==> src/design/csteer_pkg.sv <==
// shared types, constants and helpers of the cascaded pid steering unit
// no dependencies; imported by every module of the block
package csteer_pkg;

  // field and datapath widths
  localparam int GAIN_W    = 16;
  localparam int CLR_W     = 15;
  localparam int DATA_W    = 16;
  localparam int ERR_W     = 17;
  localparam int SUM_W     = 21;
  localparam int OPND_W    = 21;
  localparam int PROD_W    = 30;
  localparam int ACC_W     = 32;
  localparam int FUNC_W    = 2;
  localparam int MODE_W    = 2;
  localparam int CFG_IDX_W = 3;
  localparam int FRAC_W    = 8;

  // default limits
  localparam int DEF_RATE_SETPOINT_MAX = 4096;
  localparam int DEF_DRIVE_OUT_MAX     = 1024;
  localparam int DEF_HEADING_SUM_LIMIT = 8192;
  localparam int DEF_RATE_SUM_LIMIT    = 8192;
  localparam int DEF_RATE_OUT_MAX      = 1024;

  // operating modes
  localparam logic [MODE_W-1:0] MODE_STOP   = 2'd0;
  localparam logic [MODE_W-1:0] MODE_DRIVE  = 2'd1;
  localparam logic [MODE_W-1:0] MODE_ROTATE = 2'd2;

  // item function codes
  localparam logic [FUNC_W-1:0] FUNC_TICK   = 2'd0;
  localparam logic [FUNC_W-1:0] FUNC_DRIVE  = 2'd1;
  localparam logic [FUNC_W-1:0] FUNC_ROTATE = 2'd2;
  localparam logic [FUNC_W-1:0] FUNC_STOP   = 2'd3;

  // register indexes
  localparam logic [CFG_IDX_W-1:0] REG_DRIVE_GAIN     = 3'd0;
  localparam logic [CFG_IDX_W-1:0] REG_CLEARANCE      = 3'd1;
  localparam logic [CFG_IDX_W-1:0] REG_HEADING_GAIN_P = 3'd2;
  localparam logic [CFG_IDX_W-1:0] REG_HEADING_GAIN_I = 3'd3;
  localparam logic [CFG_IDX_W-1:0] REG_HEADING_GAIN_D = 3'd4;
  localparam logic [CFG_IDX_W-1:0] REG_RATE_GAIN_P    = 3'd5;
  localparam logic [CFG_IDX_W-1:0] REG_RATE_GAIN_I    = 3'd6;
  localparam logic [CFG_IDX_W-1:0] REG_RATE_GAIN_D    = 3'd7;

  // accumulator operations
  localparam logic [1:0] ACC_HOLD = 2'd0;
  localparam logic [1:0] ACC_LOAD = 2'd1;
  localparam logic [1:0] ACC_ADD  = 2'd2;

  localparam logic signed [ERR_W-1:0] STOP_BAND = 17'sd2;

  typedef struct packed {
    logic [GAIN_W-1:0] drive_gain;
    logic [CLR_W-1:0]  clearance;
    logic [GAIN_W-1:0] heading_gain_p;
    logic [GAIN_W-1:0] heading_gain_i;
    logic [GAIN_W-1:0] heading_gain_d;
    logic [GAIN_W-1:0] rate_gain_p;
    logic [GAIN_W-1:0] rate_gain_i;
    logic [GAIN_W-1:0] rate_gain_d;
  } gains_t;

  typedef struct packed {
    logic       prod_en;
    logic [1:0] acc_op;
  } mul_ctl_t;

  // symmetric saturation
  function automatic logic signed [ACC_W-1:0] sat(input logic signed [ACC_W-1:0] v,
                                                  input logic signed [ACC_W-1:0] lim);
    if (v > lim) begin
      sat = lim;
    end else if (v < -lim) begin
      sat = -lim;
    end else begin
      sat = v;
    end
  endfunction

  // error magnitude under the stop band
  function automatic logic in_band(input logic signed [ERR_W-1:0] e);
    in_band = (e < STOP_BAND) && (e > -STOP_BAND);
  endfunction

endpackage

==> src/design/csteer_cmd_if.sv <==
// command and sensor channel of the steering unit
// depends on csteer_pkg for field widths
interface csteer_cmd_if;
  import csteer_pkg::*;

  logic                     valid;
  logic                     ready;
  logic [FUNC_W-1:0]        func;
  logic signed [DATA_W-1:0] target;
  logic signed [DATA_W-1:0] odometer;
  logic [CLR_W-1:0]         obstacle_distance;
  logic signed [DATA_W-1:0] heading;
  logic signed [DATA_W-1:0] turn_rate;

  modport source(output valid, func, target, odometer, obstacle_distance, heading,
                 turn_rate, input ready);
  modport sink(input valid, func, target, odometer, obstacle_distance, heading,
               turn_rate, output ready);
endinterface

==> src/design/csteer_motor_if.sv <==
// motor command channel of the steering unit
// depends on csteer_pkg for field widths
interface csteer_motor_if;
  import csteer_pkg::*;

  logic                     valid;
  logic                     ready;
  logic signed [DATA_W-1:0] left_drive;
  logic signed [DATA_W-1:0] right_drive;
  logic [MODE_W-1:0]        mode_now;
  logic                     finished;

  modport source(output valid, left_drive, right_drive, mode_now, finished, input ready);
  modport sink(input valid, left_drive, right_drive, mode_now, finished, output ready);
endinterface

==> src/design/csteer_cfg.sv <==
// configuration register bank: gains and obstacle clearance
// depends on csteer_pkg
module csteer_cfg
  import csteer_pkg::*;
(
  input  logic                 clk,
  input  logic                 rst,
  input  logic                 cfg_we,
  input  logic [CFG_IDX_W-1:0] cfg_index,
  input  logic [GAIN_W-1:0]    cfg_data,
  output gains_t               gains
);

  // write decode, reset to the documented defaults
  always_ff @(posedge clk) begin
    if (rst) begin
      gains.drive_gain     <= 16'd256;
      gains.clearance      <= 15'd20;
      gains.heading_gain_p <= 16'd256;
      gains.heading_gain_i <= '0;
      gains.heading_gain_d <= '0;
      gains.rate_gain_p    <= 16'd256;
      gains.rate_gain_i    <= '0;
      gains.rate_gain_d    <= '0;
    end else if (cfg_we) begin
      case (cfg_index)
        REG_DRIVE_GAIN:     gains.drive_gain     <= cfg_data;
        REG_CLEARANCE:      gains.clearance      <= cfg_data[CLR_W-1:0];
        REG_HEADING_GAIN_P: gains.heading_gain_p <= cfg_data;
        REG_HEADING_GAIN_I: gains.heading_gain_i <= cfg_data;
        REG_HEADING_GAIN_D: gains.heading_gain_d <= cfg_data;
        REG_RATE_GAIN_P:    gains.rate_gain_p    <= cfg_data;
        REG_RATE_GAIN_I:    gains.rate_gain_i    <= cfg_data;
        REG_RATE_GAIN_D:    gains.rate_gain_d    <= cfg_data;
        default: ;
      endcase
    end
  end

endmodule

==> src/design/csteer_mul.sv <==
// shared q8.8 multiply unit with floor shift and accumulator
// depends on csteer_pkg
module csteer_mul
  import csteer_pkg::*;
(
  input  logic                     clk,
  input  mul_ctl_t                 ctl,
  input  logic [GAIN_W-1:0]        gain,
  input  logic signed [OPND_W-1:0] opnd,
  output logic signed [ACC_W-1:0]  acc
);

  logic signed [GAIN_W+OPND_W:0] full;
  logic signed [PROD_W-1:0]      prod;

  // unsigned gain times signed operand; dropping the low bits floors
  assign full = $signed({1'b0, gain}) * opnd;

  // product register
  always_ff @(posedge clk) begin
    if (ctl.prod_en) begin
      prod <= full[GAIN_W+OPND_W:FRAC_W];
    end
  end

  // term accumulator
  always_ff @(posedge clk) begin
    case (ctl.acc_op)
      ACC_LOAD: acc <= ACC_W'(prod);
      ACC_ADD:  acc <= acc + ACC_W'(prod);
      default:  acc <= acc;
    endcase
  end

endmodule

==> src/design/cascaded_pid_steering_unit.sv <==
// Cascaded PID steering unit: one item in at a time over the cmd channel, one motor item
// out per item. Commands (start drive, start rotate, stop) and ticks in stop mode go from
// acceptance to the final state, then to the result register; drive and rotate ticks run
// the sequencer that walks every gain product through the one shared multiplier and
// accumulator, one product per cycle. A new item is taken once the result has moved into
// the output register. Gains are Q8.8 and each product is floored after the shift by 8. The
// user must write registers via cfg_we, cfg_index and cfg_data while idle; the block does not enforce it.
// depends on csteer_pkg, csteer_cmd_if, csteer_motor_if, csteer_cfg and csteer_mul
module cascaded_pid_steering_unit
  import csteer_pkg::*;
#(
  parameter int RATE_SETPOINT_MAX = DEF_RATE_SETPOINT_MAX,
  parameter int DRIVE_OUT_MAX     = DEF_DRIVE_OUT_MAX,
  parameter int HEADING_SUM_LIMIT = DEF_HEADING_SUM_LIMIT,
  parameter int RATE_SUM_LIMIT    = DEF_RATE_SUM_LIMIT,
  parameter int RATE_OUT_MAX      = DEF_RATE_OUT_MAX
) (
  input  logic                 clk,
  input  logic                 rst,
  csteer_cmd_if.sink           cmd,
  csteer_motor_if.source       motor,
  input  logic                 cfg_we,
  input  logic [CFG_IDX_W-1:0] cfg_index,
  input  logic [GAIN_W-1:0]    cfg_data
);

  localparam logic signed [ACC_W-1:0] SP_LIM   = ACC_W'(RATE_SETPOINT_MAX);
  localparam logic signed [ACC_W-1:0] DRV_LIM  = ACC_W'(DRIVE_OUT_MAX);
  localparam logic signed [ACC_W-1:0] HSUM_LIM = ACC_W'(HEADING_SUM_LIMIT);
  localparam logic signed [ACC_W-1:0] RSUM_LIM = ACC_W'(RATE_SUM_LIMIT);
  localparam logic signed [ACC_W-1:0] ROUT_LIM = ACC_W'(RATE_OUT_MAX);

  // sequencer states
  localparam logic [3:0] S_IDLE = 4'd0;
  localparam logic [3:0] S_DERR = 4'd1;
  localparam logic [3:0] S_DMUL = 4'd2;
  localparam logic [3:0] S_DSUM = 4'd3;
  localparam logic [3:0] S_HERR = 4'd4;
  localparam logic [3:0] S_HPM  = 4'd5;
  localparam logic [3:0] S_HIM  = 4'd6;
  localparam logic [3:0] S_HDM  = 4'd7;
  localparam logic [3:0] S_HSUM = 4'd8;
  localparam logic [3:0] S_SP   = 4'd9;
  localparam logic [3:0] S_RERR = 4'd10;
  localparam logic [3:0] S_RPM  = 4'd11;
  localparam logic [3:0] S_RIM  = 4'd12;
  localparam logic [3:0] S_RDM  = 4'd13;
  localparam logic [3:0] S_RSUM = 4'd14;
  localparam logic [3:0] S_FIN  = 4'd15;

  gains_t gains;
  logic [3:0] state;
  logic [MODE_W-1:0] mode;
  logic [MODE_W-1:0] kind;
  logic signed [DATA_W-1:0] goal;
  logic signed [SUM_W-1:0] heading_integral;
  logic signed [SUM_W-1:0] rate_integral;
  logic signed [DATA_W-1:0] last_heading;
  logic signed [DATA_W-1:0] last_rate;

  // latched item fields
  logic signed [DATA_W-1:0] odo;
  logic [CLR_W-1:0] obst;
  logic signed [DATA_W-1:0] head;
  logic signed [DATA_W-1:0] rate;

  // intermediate values
  logic signed [ERR_W-1:0] err;
  logic signed [DATA_W-1:0] room;
  logic signed [ERR_W-1:0] dh;
  logic signed [ERR_W-1:0] dr;
  logic signed [DATA_W-1:0] sp;
  logic signed [ERR_W-1:0] rerr;

  // output register
  logic out_valid;
  logic signed [DATA_W-1:0] out_left;
  logic signed [DATA_W-1:0] out_right;
  logic [MODE_W-1:0] out_mode;
  logic out_done;

  mul_ctl_t mul_ctl;
  logic [GAIN_W-1:0] mul_gain;
  logic signed [OPND_W-1:0] mul_opnd;
  logic signed [ACC_W-1:0] acc;

  logic signed [OPND_W-1:0] drive_opnd;
  logic signed [ACC_W-1:0] fin_drv;
  logic [DATA_W-1:0] drv16;
  logic band;
  logic fin_go;
  logic accept;
  logic [MODE_W-1:0] mode_after;

  csteer_cfg u_cfg (
    .clk      (clk),
    .rst      (rst),
    .cfg_we   (cfg_we),
    .cfg_index(cfg_index),
    .cfg_data (cfg_data),
    .gains    (gains)
  );

  csteer_mul u_mul (
    .clk (clk),
    .ctl (mul_ctl),
    .gain(mul_gain),
    .opnd(mul_opnd),
    .acc (acc)
  );

  assign cmd.ready = (state == S_IDLE);
  assign accept    = cmd.valid && cmd.ready;
  assign fin_go    = (state == S_FIN) && (!out_valid || motor.ready);

  // drive operand: error, or the room left before the obstacle
  always_comb begin
    if (ERR_W'(room) < err) begin
      drive_opnd = (room > 0) ? OPND_W'(room) : '0;
    end else begin
      drive_opnd = OPND_W'(err);
    end
  end

  // shared multiplier control
  always_comb begin
    mul_ctl  = '{prod_en: 1'b0, acc_op: ACC_HOLD};
    mul_gain = gains.drive_gain;
    mul_opnd = drive_opnd;
    case (state)
      S_DMUL: mul_ctl.prod_en = 1'b1;
      S_DSUM: mul_ctl.acc_op = ACC_LOAD;
      S_HPM: begin
        mul_ctl.prod_en = 1'b1;
        mul_gain = gains.heading_gain_p;
        mul_opnd = OPND_W'(err);
      end
      S_HIM: begin
        mul_ctl  = '{prod_en: 1'b1, acc_op: ACC_LOAD};
        mul_gain = gains.heading_gain_i;
        mul_opnd = heading_integral;
      end
      S_HDM: begin
        mul_ctl  = '{prod_en: 1'b1, acc_op: ACC_ADD};
        mul_gain = gains.heading_gain_d;
        mul_opnd = OPND_W'(dh);
      end
      S_HSUM: mul_ctl.acc_op = ACC_ADD;
      S_RPM: begin
        mul_ctl.prod_en = 1'b1;
        mul_gain = gains.rate_gain_p;
        mul_opnd = OPND_W'(rerr);
      end
      S_RIM: begin
        mul_ctl  = '{prod_en: 1'b1, acc_op: ACC_LOAD};
        mul_gain = gains.rate_gain_i;
        mul_opnd = rate_integral;
      end
      S_RDM: begin
        mul_ctl  = '{prod_en: 1'b1, acc_op: ACC_ADD};
        mul_gain = gains.rate_gain_d;
        mul_opnd = OPND_W'(dr);
      end
      S_RSUM: mul_ctl.acc_op = ACC_ADD;
      default: ;
    endcase
  end

  // final saturation and stop band
  assign fin_drv    = sat(acc, (kind == MODE_DRIVE) ? DRV_LIM : ROUT_LIM);
  assign drv16      = fin_drv[DATA_W-1:0];
  assign band       = in_band(err);
  assign mode_after = ((kind == MODE_DRIVE || kind == MODE_ROTATE) && band) ? MODE_STOP : mode;

  // sequencer and control state
  always_ff @(posedge clk) begin
    if (rst) begin
      state            <= S_IDLE;
      mode             <= MODE_STOP;
      kind             <= MODE_STOP;
      goal             <= '0;
      heading_integral <= '0;
      rate_integral    <= '0;
      last_heading     <= '0;
      last_rate        <= '0;
    end else begin
      case (state)
        S_IDLE: begin
          if (accept) begin
            case (cmd.func)
              FUNC_DRIVE: begin
                goal  <= cmd.target;
                mode  <= MODE_DRIVE;
                kind  <= MODE_STOP;
                state <= S_FIN;
              end
              FUNC_ROTATE: begin
                goal  <= cmd.target;
                mode  <= MODE_ROTATE;
                kind  <= MODE_STOP;
                state <= S_FIN;
              end
              FUNC_STOP: begin
                mode  <= MODE_STOP;
                kind  <= MODE_STOP;
                state <= S_FIN;
              end
              default: begin
                case (mode)
                  MODE_DRIVE: begin
                    kind  <= MODE_DRIVE;
                    state <= S_DERR;
                  end
                  MODE_ROTATE: begin
                    kind  <= MODE_ROTATE;
                    state <= S_HERR;
                  end
                  default: begin
                    kind  <= MODE_STOP;
                    state <= S_FIN;
                  end
                endcase
              end
            endcase
          end
        end
        S_DERR: state <= S_DMUL;
        S_DMUL: state <= S_DSUM;
        S_DSUM: state <= S_FIN;
        S_HERR: begin
          last_heading <= head;
          state        <= S_HPM;
        end
        S_HPM: begin
          heading_integral <= SUM_W'(sat(ACC_W'(heading_integral) + ACC_W'(err), HSUM_LIM));
          state <= S_HIM;
        end
        S_HIM:  state <= S_HDM;
        S_HDM:  state <= S_HSUM;
        S_HSUM: state <= S_SP;
        S_SP:   state <= S_RERR;
        S_RERR: begin
          last_rate <= rate;
          state     <= S_RPM;
        end
        S_RPM: begin
          rate_integral <= SUM_W'(sat(ACC_W'(rate_integral) + ACC_W'(rerr), RSUM_LIM));
          state <= S_RIM;
        end
        S_RIM:  state <= S_RDM;
        S_RDM:  state <= S_RSUM;
        S_RSUM: state <= S_FIN;
        S_FIN: begin
          if (fin_go) begin
            mode  <= mode_after;
            state <= S_IDLE;
            if (kind == MODE_ROTATE && band) begin
              heading_integral <= '0;
              rate_integral    <= '0;
            end
          end
        end
        default: state <= S_IDLE;
      endcase
    end
  end

  // item fields and intermediate values
  always_ff @(posedge clk) begin
    if (accept) begin
      odo  <= cmd.odometer;
      obst <= cmd.obstacle_distance;
      head <= cmd.heading;
      rate <= cmd.turn_rate;
    end
    case (state)
      S_DERR: begin
        err  <= ERR_W'(goal) - ERR_W'(odo);
        room <= DATA_W'({1'b0, obst}) - DATA_W'({1'b0, gains.clearance});
      end
      S_HERR: begin
        err <= ERR_W'(goal) - ERR_W'(head);
        dh  <= ERR_W'(last_heading) - ERR_W'(head);
      end
      S_SP: sp <= DATA_W'(sat(acc, SP_LIM));
      S_RERR: begin
        rerr <= ERR_W'(sp) - ERR_W'(rate);
        dr   <= ERR_W'(last_rate) - ERR_W'(rate);
      end
      default: ;
    endcase
  end

  // output register
  always_ff @(posedge clk) begin
    if (rst) begin
      out_valid <= 1'b0;
    end else if (fin_go) begin
      out_valid <= 1'b1;
    end else if (motor.ready) begin
      out_valid <= 1'b0;
    end
  end

  always_ff @(posedge clk) begin
    if (fin_go) begin
      out_mode <= mode_after;
      out_done <= (kind == MODE_DRIVE || kind == MODE_ROTATE) && band;
      if (kind == MODE_DRIVE && !band) begin
        out_left  <= drv16;
        out_right <= drv16;
      end else if (kind == MODE_ROTATE && !band) begin
        out_left  <= drv16;
        out_right <= -drv16;
      end else begin
        out_left  <= '0;
        out_right <= '0;
      end
    end
  end

  assign motor.valid       = out_valid;
  assign motor.left_drive  = out_left;
  assign motor.right_drive = out_right;
  assign motor.mode_now    = out_mode;
  assign motor.finished    = out_done;

endmodule

==> src/flat_wrapper.sv <==
// flat-port wrapper written by rule: the top's interface ports become plain ports
module cascaded_pid_steering_unit_flat import csteer_pkg::*;
#(
  parameter int RATE_SETPOINT_MAX = DEF_RATE_SETPOINT_MAX,
  parameter int DRIVE_OUT_MAX     = DEF_DRIVE_OUT_MAX,
  parameter int HEADING_SUM_LIMIT = DEF_HEADING_SUM_LIMIT,
  parameter int RATE_SUM_LIMIT    = DEF_RATE_SUM_LIMIT,
  parameter int RATE_OUT_MAX      = DEF_RATE_OUT_MAX
)
  (clk, rst, cfg_we, cfg_index, cfg_data, cmd_valid, cmd_func, cmd_target, cmd_odometer, cmd_obstacle_distance, cmd_heading, cmd_turn_rate, cmd_ready, motor_valid, motor_left_drive, motor_right_drive, motor_mode_now, motor_finished, motor_ready);
  csteer_cmd_if cmd_i ();
  csteer_motor_if motor_i ();
  input  logic clk;
  input  logic rst;
  input  logic cfg_we;
  input  logic [CFG_IDX_W-1:0] cfg_index;
  input  logic [GAIN_W-1:0] cfg_data;
  input wire logic [$bits(cmd_i.valid)-1:0] cmd_valid;
  input wire logic [$bits(cmd_i.func)-1:0] cmd_func;
  input wire logic [$bits(cmd_i.target)-1:0] cmd_target;
  input wire logic [$bits(cmd_i.odometer)-1:0] cmd_odometer;
  input wire logic [$bits(cmd_i.obstacle_distance)-1:0] cmd_obstacle_distance;
  input wire logic [$bits(cmd_i.heading)-1:0] cmd_heading;
  input wire logic [$bits(cmd_i.turn_rate)-1:0] cmd_turn_rate;
  output wire logic [$bits(cmd_i.ready)-1:0] cmd_ready;
  output wire logic [$bits(motor_i.valid)-1:0] motor_valid;
  output wire logic [$bits(motor_i.left_drive)-1:0] motor_left_drive;
  output wire logic [$bits(motor_i.right_drive)-1:0] motor_right_drive;
  output wire logic [$bits(motor_i.mode_now)-1:0] motor_mode_now;
  output wire logic [$bits(motor_i.finished)-1:0] motor_finished;
  input wire logic [$bits(motor_i.ready)-1:0] motor_ready;
  assign cmd_i.valid = cmd_valid;
  assign cmd_i.func = cmd_func;
  assign cmd_i.target = cmd_target;
  assign cmd_i.odometer = cmd_odometer;
  assign cmd_i.obstacle_distance = cmd_obstacle_distance;
  assign cmd_i.heading = cmd_heading;
  assign cmd_i.turn_rate = cmd_turn_rate;
  assign cmd_ready = cmd_i.ready;
  assign motor_valid = motor_i.valid;
  assign motor_left_drive = motor_i.left_drive;
  assign motor_right_drive = motor_i.right_drive;
  assign motor_mode_now = motor_i.mode_now;
  assign motor_finished = motor_i.finished;
  assign motor_i.ready = motor_ready;
  cascaded_pid_steering_unit #(.RATE_SETPOINT_MAX(RATE_SETPOINT_MAX), .DRIVE_OUT_MAX(DRIVE_OUT_MAX), .HEADING_SUM_LIMIT(HEADING_SUM_LIMIT), .RATE_SUM_LIMIT(RATE_SUM_LIMIT), .RATE_OUT_MAX(RATE_OUT_MAX)) u_core (.clk(clk), .rst(rst), .cmd(cmd_i), .motor(motor_i), .cfg_we(cfg_we), .cfg_index(cfg_index), .cfg_data(cfg_data));
endmodule
==> config.mk <==
export PLATFORM = sky130hd
export DESIGN_NAME = cascaded_pid_steering_unit_flat
export DESIGN_NICKNAME = d
export VERILOG_FILES = /design/src/design/csteer_pkg.sv /design/src/design/csteer_cmd_if.sv /design/src/design/csteer_motor_if.sv /design/src/design/csteer_cfg.sv /design/src/design/csteer_mul.sv /design/src/design/cascaded_pid_steering_unit.sv /design/src/flat_wrapper.sv
export SDC_FILE = /design/constraint.sdc
export NUM_CORES = 2
export LEC_CHECK = 0
export ABC_AREA = 1
export BUFFER_PORTS_ARGS = -buffer_cell sky130_fd_sc_hd__buf_4
export CORE_ASPECT_RATIO = 1.25
export CORE_MARGIN = 4
export CORE_UTILIZATION = 45
export CTS_CLUSTER_SIZE = 20
export DETAILED_ROUTE_END_ITERATION = 6
export PLACE_DENSITY = 0.68
export REMOVE_ABC_BUFFERS = 1
export SLEW_MARGIN = 20
export SYNTH_ARGS = -nofsm -noshare
export SYNTH_HDL_FRONTEND = slang
export SYNTH_SLANG_ARGS = --single-unit
==> constraint.sdc <==
create_clock -name clk -period 17 [get_ports clk]
set_input_delay 1.7 -clock clk [delete_from_list [all_inputs] [get_ports clk]]
set_output_delay 1.7 -clock clk [all_outputs]
set_load 0.02 [all_outputs]
==> impl.org <==
** Setup path
- In this design, the stage delay of the slowest critical-path cell is 0.67 ns.
- Timing startpoint of the critical path :: u_core.state[2]
- The critical path is of the reg2reg type.
- The worst register-to-register path begins at u_core.state[2].
- On the critical path, the stage with the largest delay is an instance of sky130_fd_sc_hd__fa_1.
- Startpoint class of the critical path :: flip-flop
- Maximum fanout count along the critical path :: 65
- STA puts the critical path data arrival time at around 9.4 ns.
- The worst setup path is captured at a flip-flop.
- Critical path data required time :: 17.36 ns

** Timing
- Clock tree skew after final layout :: 0.0168 ns
- At the pin with the least slew margin, the transition time is 1.15 ns.
- Number of pins with negative max-slew slack in the final report :: 0
- Relative max-transition margin :: 0.233
- Setup violations remaining at the end of the flow were counted as 0.
- Highest clock rate :: 111 MHz
- Setup repair after global routing left no endpoint under its margin.
- Minimum clock period after layout :: approximately 9 ns
- Final worst-path cycle share :: 0.530
- The final count of hold timing violations is 0.
- After routing, the total negative slack on setup checks comes to 0 ns.

** Clock network
- The H-tree was split into 2 levels.
- Cell chosen for the clock root :: sky130_fd_sc_hd__clkbuf_16
- Number of clock sinks seen by CTS :: 485
- In this run, post-CTS repair resized a total of 0 instances.
- Worst-path clk slew :: 0.06 ns
- For this design, the CTS-stage hold fixing added 0 buffers.
- Clk_lat worst skew :: ~0.62 ns
- Post-CTS Setup Inserts :: 0
- TritonCTS built the clock tree.
- In this run the deepest clock path goes through 3 buffers.
- Total CTS buffers :: 52

** Floorplanning
- Measured along the y axis, the die boundary spans 342 µm.
- Top-Level Pins :: ~140
- Initial core utilization :: 0.454
- The region available for standard cell placement spans 0.0887 mm².
- Width of the die :: 275 µm
- Standard-cell rows :: between 100 and 150
- Die Footprint :: roughly 0.094 mm²

** Logic synthesis
- The most used flip-flop cell after synthesis is sky130_fd_sc_hd__edfxtp_1.
- Mean Syn Cell Area :: a little over 8 µm²
- By count the netlist is led by sky130_fd_sc_hd__nand2_1 (978), sky130_fd_sc_hd__inv_1 (800), sky130_fd_sc_hd__nor2_1 (632).
- Yosys instantiated no cell more often than sky130_fd_sc_hd__nand2_1.
- The cell count after synthesis came out at approximately 5000.
- Distinct cell type count of the synthesized netlist :: 64
- Library cell with the largest summed area after synthesis :: sky130_fd_sc_hd__edfxtp_1
- Yosys warning count :: 0
- Mapped Area :: 0.0402 mm²
- Yosys mapped a number of flops with a built-in enable equal to 259.
- Synth async-reset ratio :: 0
- By area, the combinational part of the netlist is dominated by adder cells.
- Seq/Total Area, Yosys :: 0.306
- Share of synthesized cell area in full adder, half adder and majority cells :: 0.255
- Of the total synthesized cell area, the portion taken by XOR and XNOR cells is 0.0279.
- Post-synth top area share :: 0.193
- In this run, synthesis produced a sequential element count of 485.
- Ranked by total cell area, the synthesized netlist is headed by sky130_fd_sc_hd__edfxtp_1 (19%), sky130_fd_sc_hd__fa_1 (17%), sky130_fd_sc_hd__dfxtp_1 (11%).
- Post-synthesis mux area share :: 0
- Area fraction in compound gates after synthesis :: 0.113
- Simple-Gate Fraction of Synth Area :: 0.201

** Final layout
- Fill cells in the final layout number 8469.
- The net count of the finished layout is 5776.
- In the final layout, the share of cells above drive strength 1 is 0.0778.
- Area growth from synthesis to layout :: 9.81%

** Route
- First-pass DRT Iterations :: 7
- Via count of the routed design :: 33762
- After detailed routing, the total wire length is 120000 µm.
- For this run, design rule violations remaining after detail routing come to 0.
- Average routed wire per standard cell :: 19.1 µm
- Mean number of vias per cell :: about 5.4
- The detail route stage leaves a number of antenna-violating nets equal to 0.
- Initial DRC Count :: 2373

** Worst hold path
- Path type of the worst min-delay path :: reg2reg
- The startpoint identified for the worst hold timing path is u_core.u_cfg.gains[101].

** GRT
- The first global-routing pass estimated 188000 µm of wire.
- Initial antenna violation count :: 1
- For this run the aggregate overflow at the end of global routing stands at 0.
- For this run, the total global-route usage over all layers was measured as 0.255.
- The number of global-route vias before repair was 34013.
- Entering global routing, the biggest net connects approximately 130 pins.

** Flow run
- Number of maximum-capacitance violations :: 0

** Outcome
- The run finished with clean final reports.

** Place
- Input and output buffers added on the ports amount to ~140.
- Routability congestion estimate from global placement :: 0.990
- Summed over all nets, the half-perimeter wirelength after detailed placement is 93400 µm.
## flip-flops by register name (all words and copies together) (netlist names), 17 cells and up
| signal | cells |
|---|---|
| u_core.u_cfg.gains | 127 |
| u_core.u_mul.acc | 32 |
| u_core.u_mul.prod | 30 |
| u_core.heading_integral | 21 |
| u_core.rate_integral | 21 |
| u_core.dh | 17 |
| u_core.dr | 17 |
| u_core.err | 17 |
| u_core.rerr | 17 |
## cells in the final DEF (no fill, tap or decap), types with 10 or more instances in the layout
cell / count
sky130_fd_sc_hd__nand2_1: 978
sky130_fd_sc_hd__inv_1: 798
sky130_fd_sc_hd__nor2_1: 627
sky130_fd_sc_hd__fa_1: 341
sky130_fd_sc_hd__a21oi_1: 327
sky130_fd_sc_hd__ha_1: 273
sky130_fd_sc_hd__edfxtp_1: 259
sky130_fd_sc_hd__o21ai_0: 258
sky130_fd_sc_hd__dfxtp_1: 226
sky130_fd_sc_hd__buf_4: 172
sky130_fd_sc_hd__nand3_1: 168
sky130_fd_sc_hd__xor2_1: 83
sky130_fd_sc_hd__clkbuf_16: 54
sky130_fd_sc_hd__nand4_1: 53
sky130_fd_sc_hd__inv_2: 50
sky130_fd_sc_hd__xnor2_1: 45
sky130_fd_sc_hd__nand2_2: 28
sky130_fd_sc_hd__a22o_1: 28
sky130_fd_sc_hd__a221oi_1: 27
sky130_fd_sc_hd__nor3_1: 27
sky130_fd_sc_hd__o21ai_1: 24
sky130_fd_sc_hd__nor4_1: 20
sky130_fd_sc_hd__a31oi_1: 19
sky130_fd_sc_hd__a21boi_0: 18
sky130_fd_sc_hd__nor2_2: 15
sky130_fd_sc_hd__o2111ai_1: 11
sky130_fd_sc_hd__o21bai_1: 11
sky130_fd_sc_hd__nand3b_1: 10
## layout make-up
cell class / instances / area [µm²] / share of cell area
inverter: 854 / 3210 / 0.0726
timing repair buffer: 172 / 1290 / 0.0292
clock buffer: 69 / 1470 / 0.0332
multi-input combinational: 3492 / 24000 / 0.544
clock inverter: 28 / 410 / 0.00929
antenna: 1 / 2.50 / 0.0000567
tap: 1178 / 1470 / 0.0334
sequential: 485 / 12300 / 0.278
## metal layers
metal  vias up  share of wire  global-route usage
met1     16161           0.39               0.305
met4         0          0.063               0.135
met5         -              0                   0
met2      1114           0.49               0.443
li1      16126              -                   -
met3       361          0.058              0.0366
## kinds of logic (layout without fill, tap and decap cells)
family / Yosys count / after routing
adder cells (fa/ha/maj): 614 / 614
XOR/XNOR: 128 / 128
AND/OR/NAND/NOR: 1961 / 1961
buffers and inverters: 1005 / 1123
other: 0 / 1
AO/OA/AOI/OAI: 789 / 789
flip-flops: 485 / 485
## worst paths after layout
kind	end	slack, ns	depth (start not counted)
worst max-delay path	u_core.u_mul.prod[29]	7.98	34
worst min-delay path	u_core.u_cfg.gains[101]	0.46	2
worst max register to register	u_core.u_mul.prod[29]	7.98	34
worst min register to register	u_core.u_cfg.gains[101]	0.46	2
## through the flow
step / cell area, µm² / hold slack, ns / util / setup slack (ns) / cells
final: 44200 / 0.460 / 0.498 / 7.98 / 6279
after global placement: 42300 / 0.444 / 0.477 / 8.21 / 6181
after global routing: 44200 / 0.484 / 0.498 / 7.59 / 6278
after floorplan: 39500 / 0.429 / - / 7.71 / 4831
after CTS: 44200 / 0.463 / 0.498 / 8.13 / 6278
after detailed placement: 42300 / 0.454 / 0.477 / 8.17 / 6181
## critical path: cells and delay by family, from the launching register on
family	cells	cell delay (ns)
adder cells (fa/ha/maj)	7	3.81
buffers and inverters	12	2.48
AND/OR/NAND/NOR	11	1.42
AO/OA/AOI/OAI	3	0.49
flip-flops	1	0.39
XOR/XNOR	1	0.06
Power is left out: the tool's default activity adds up to more than one toggle a clock period on the data nets, which glitch-free logic cannot reach.
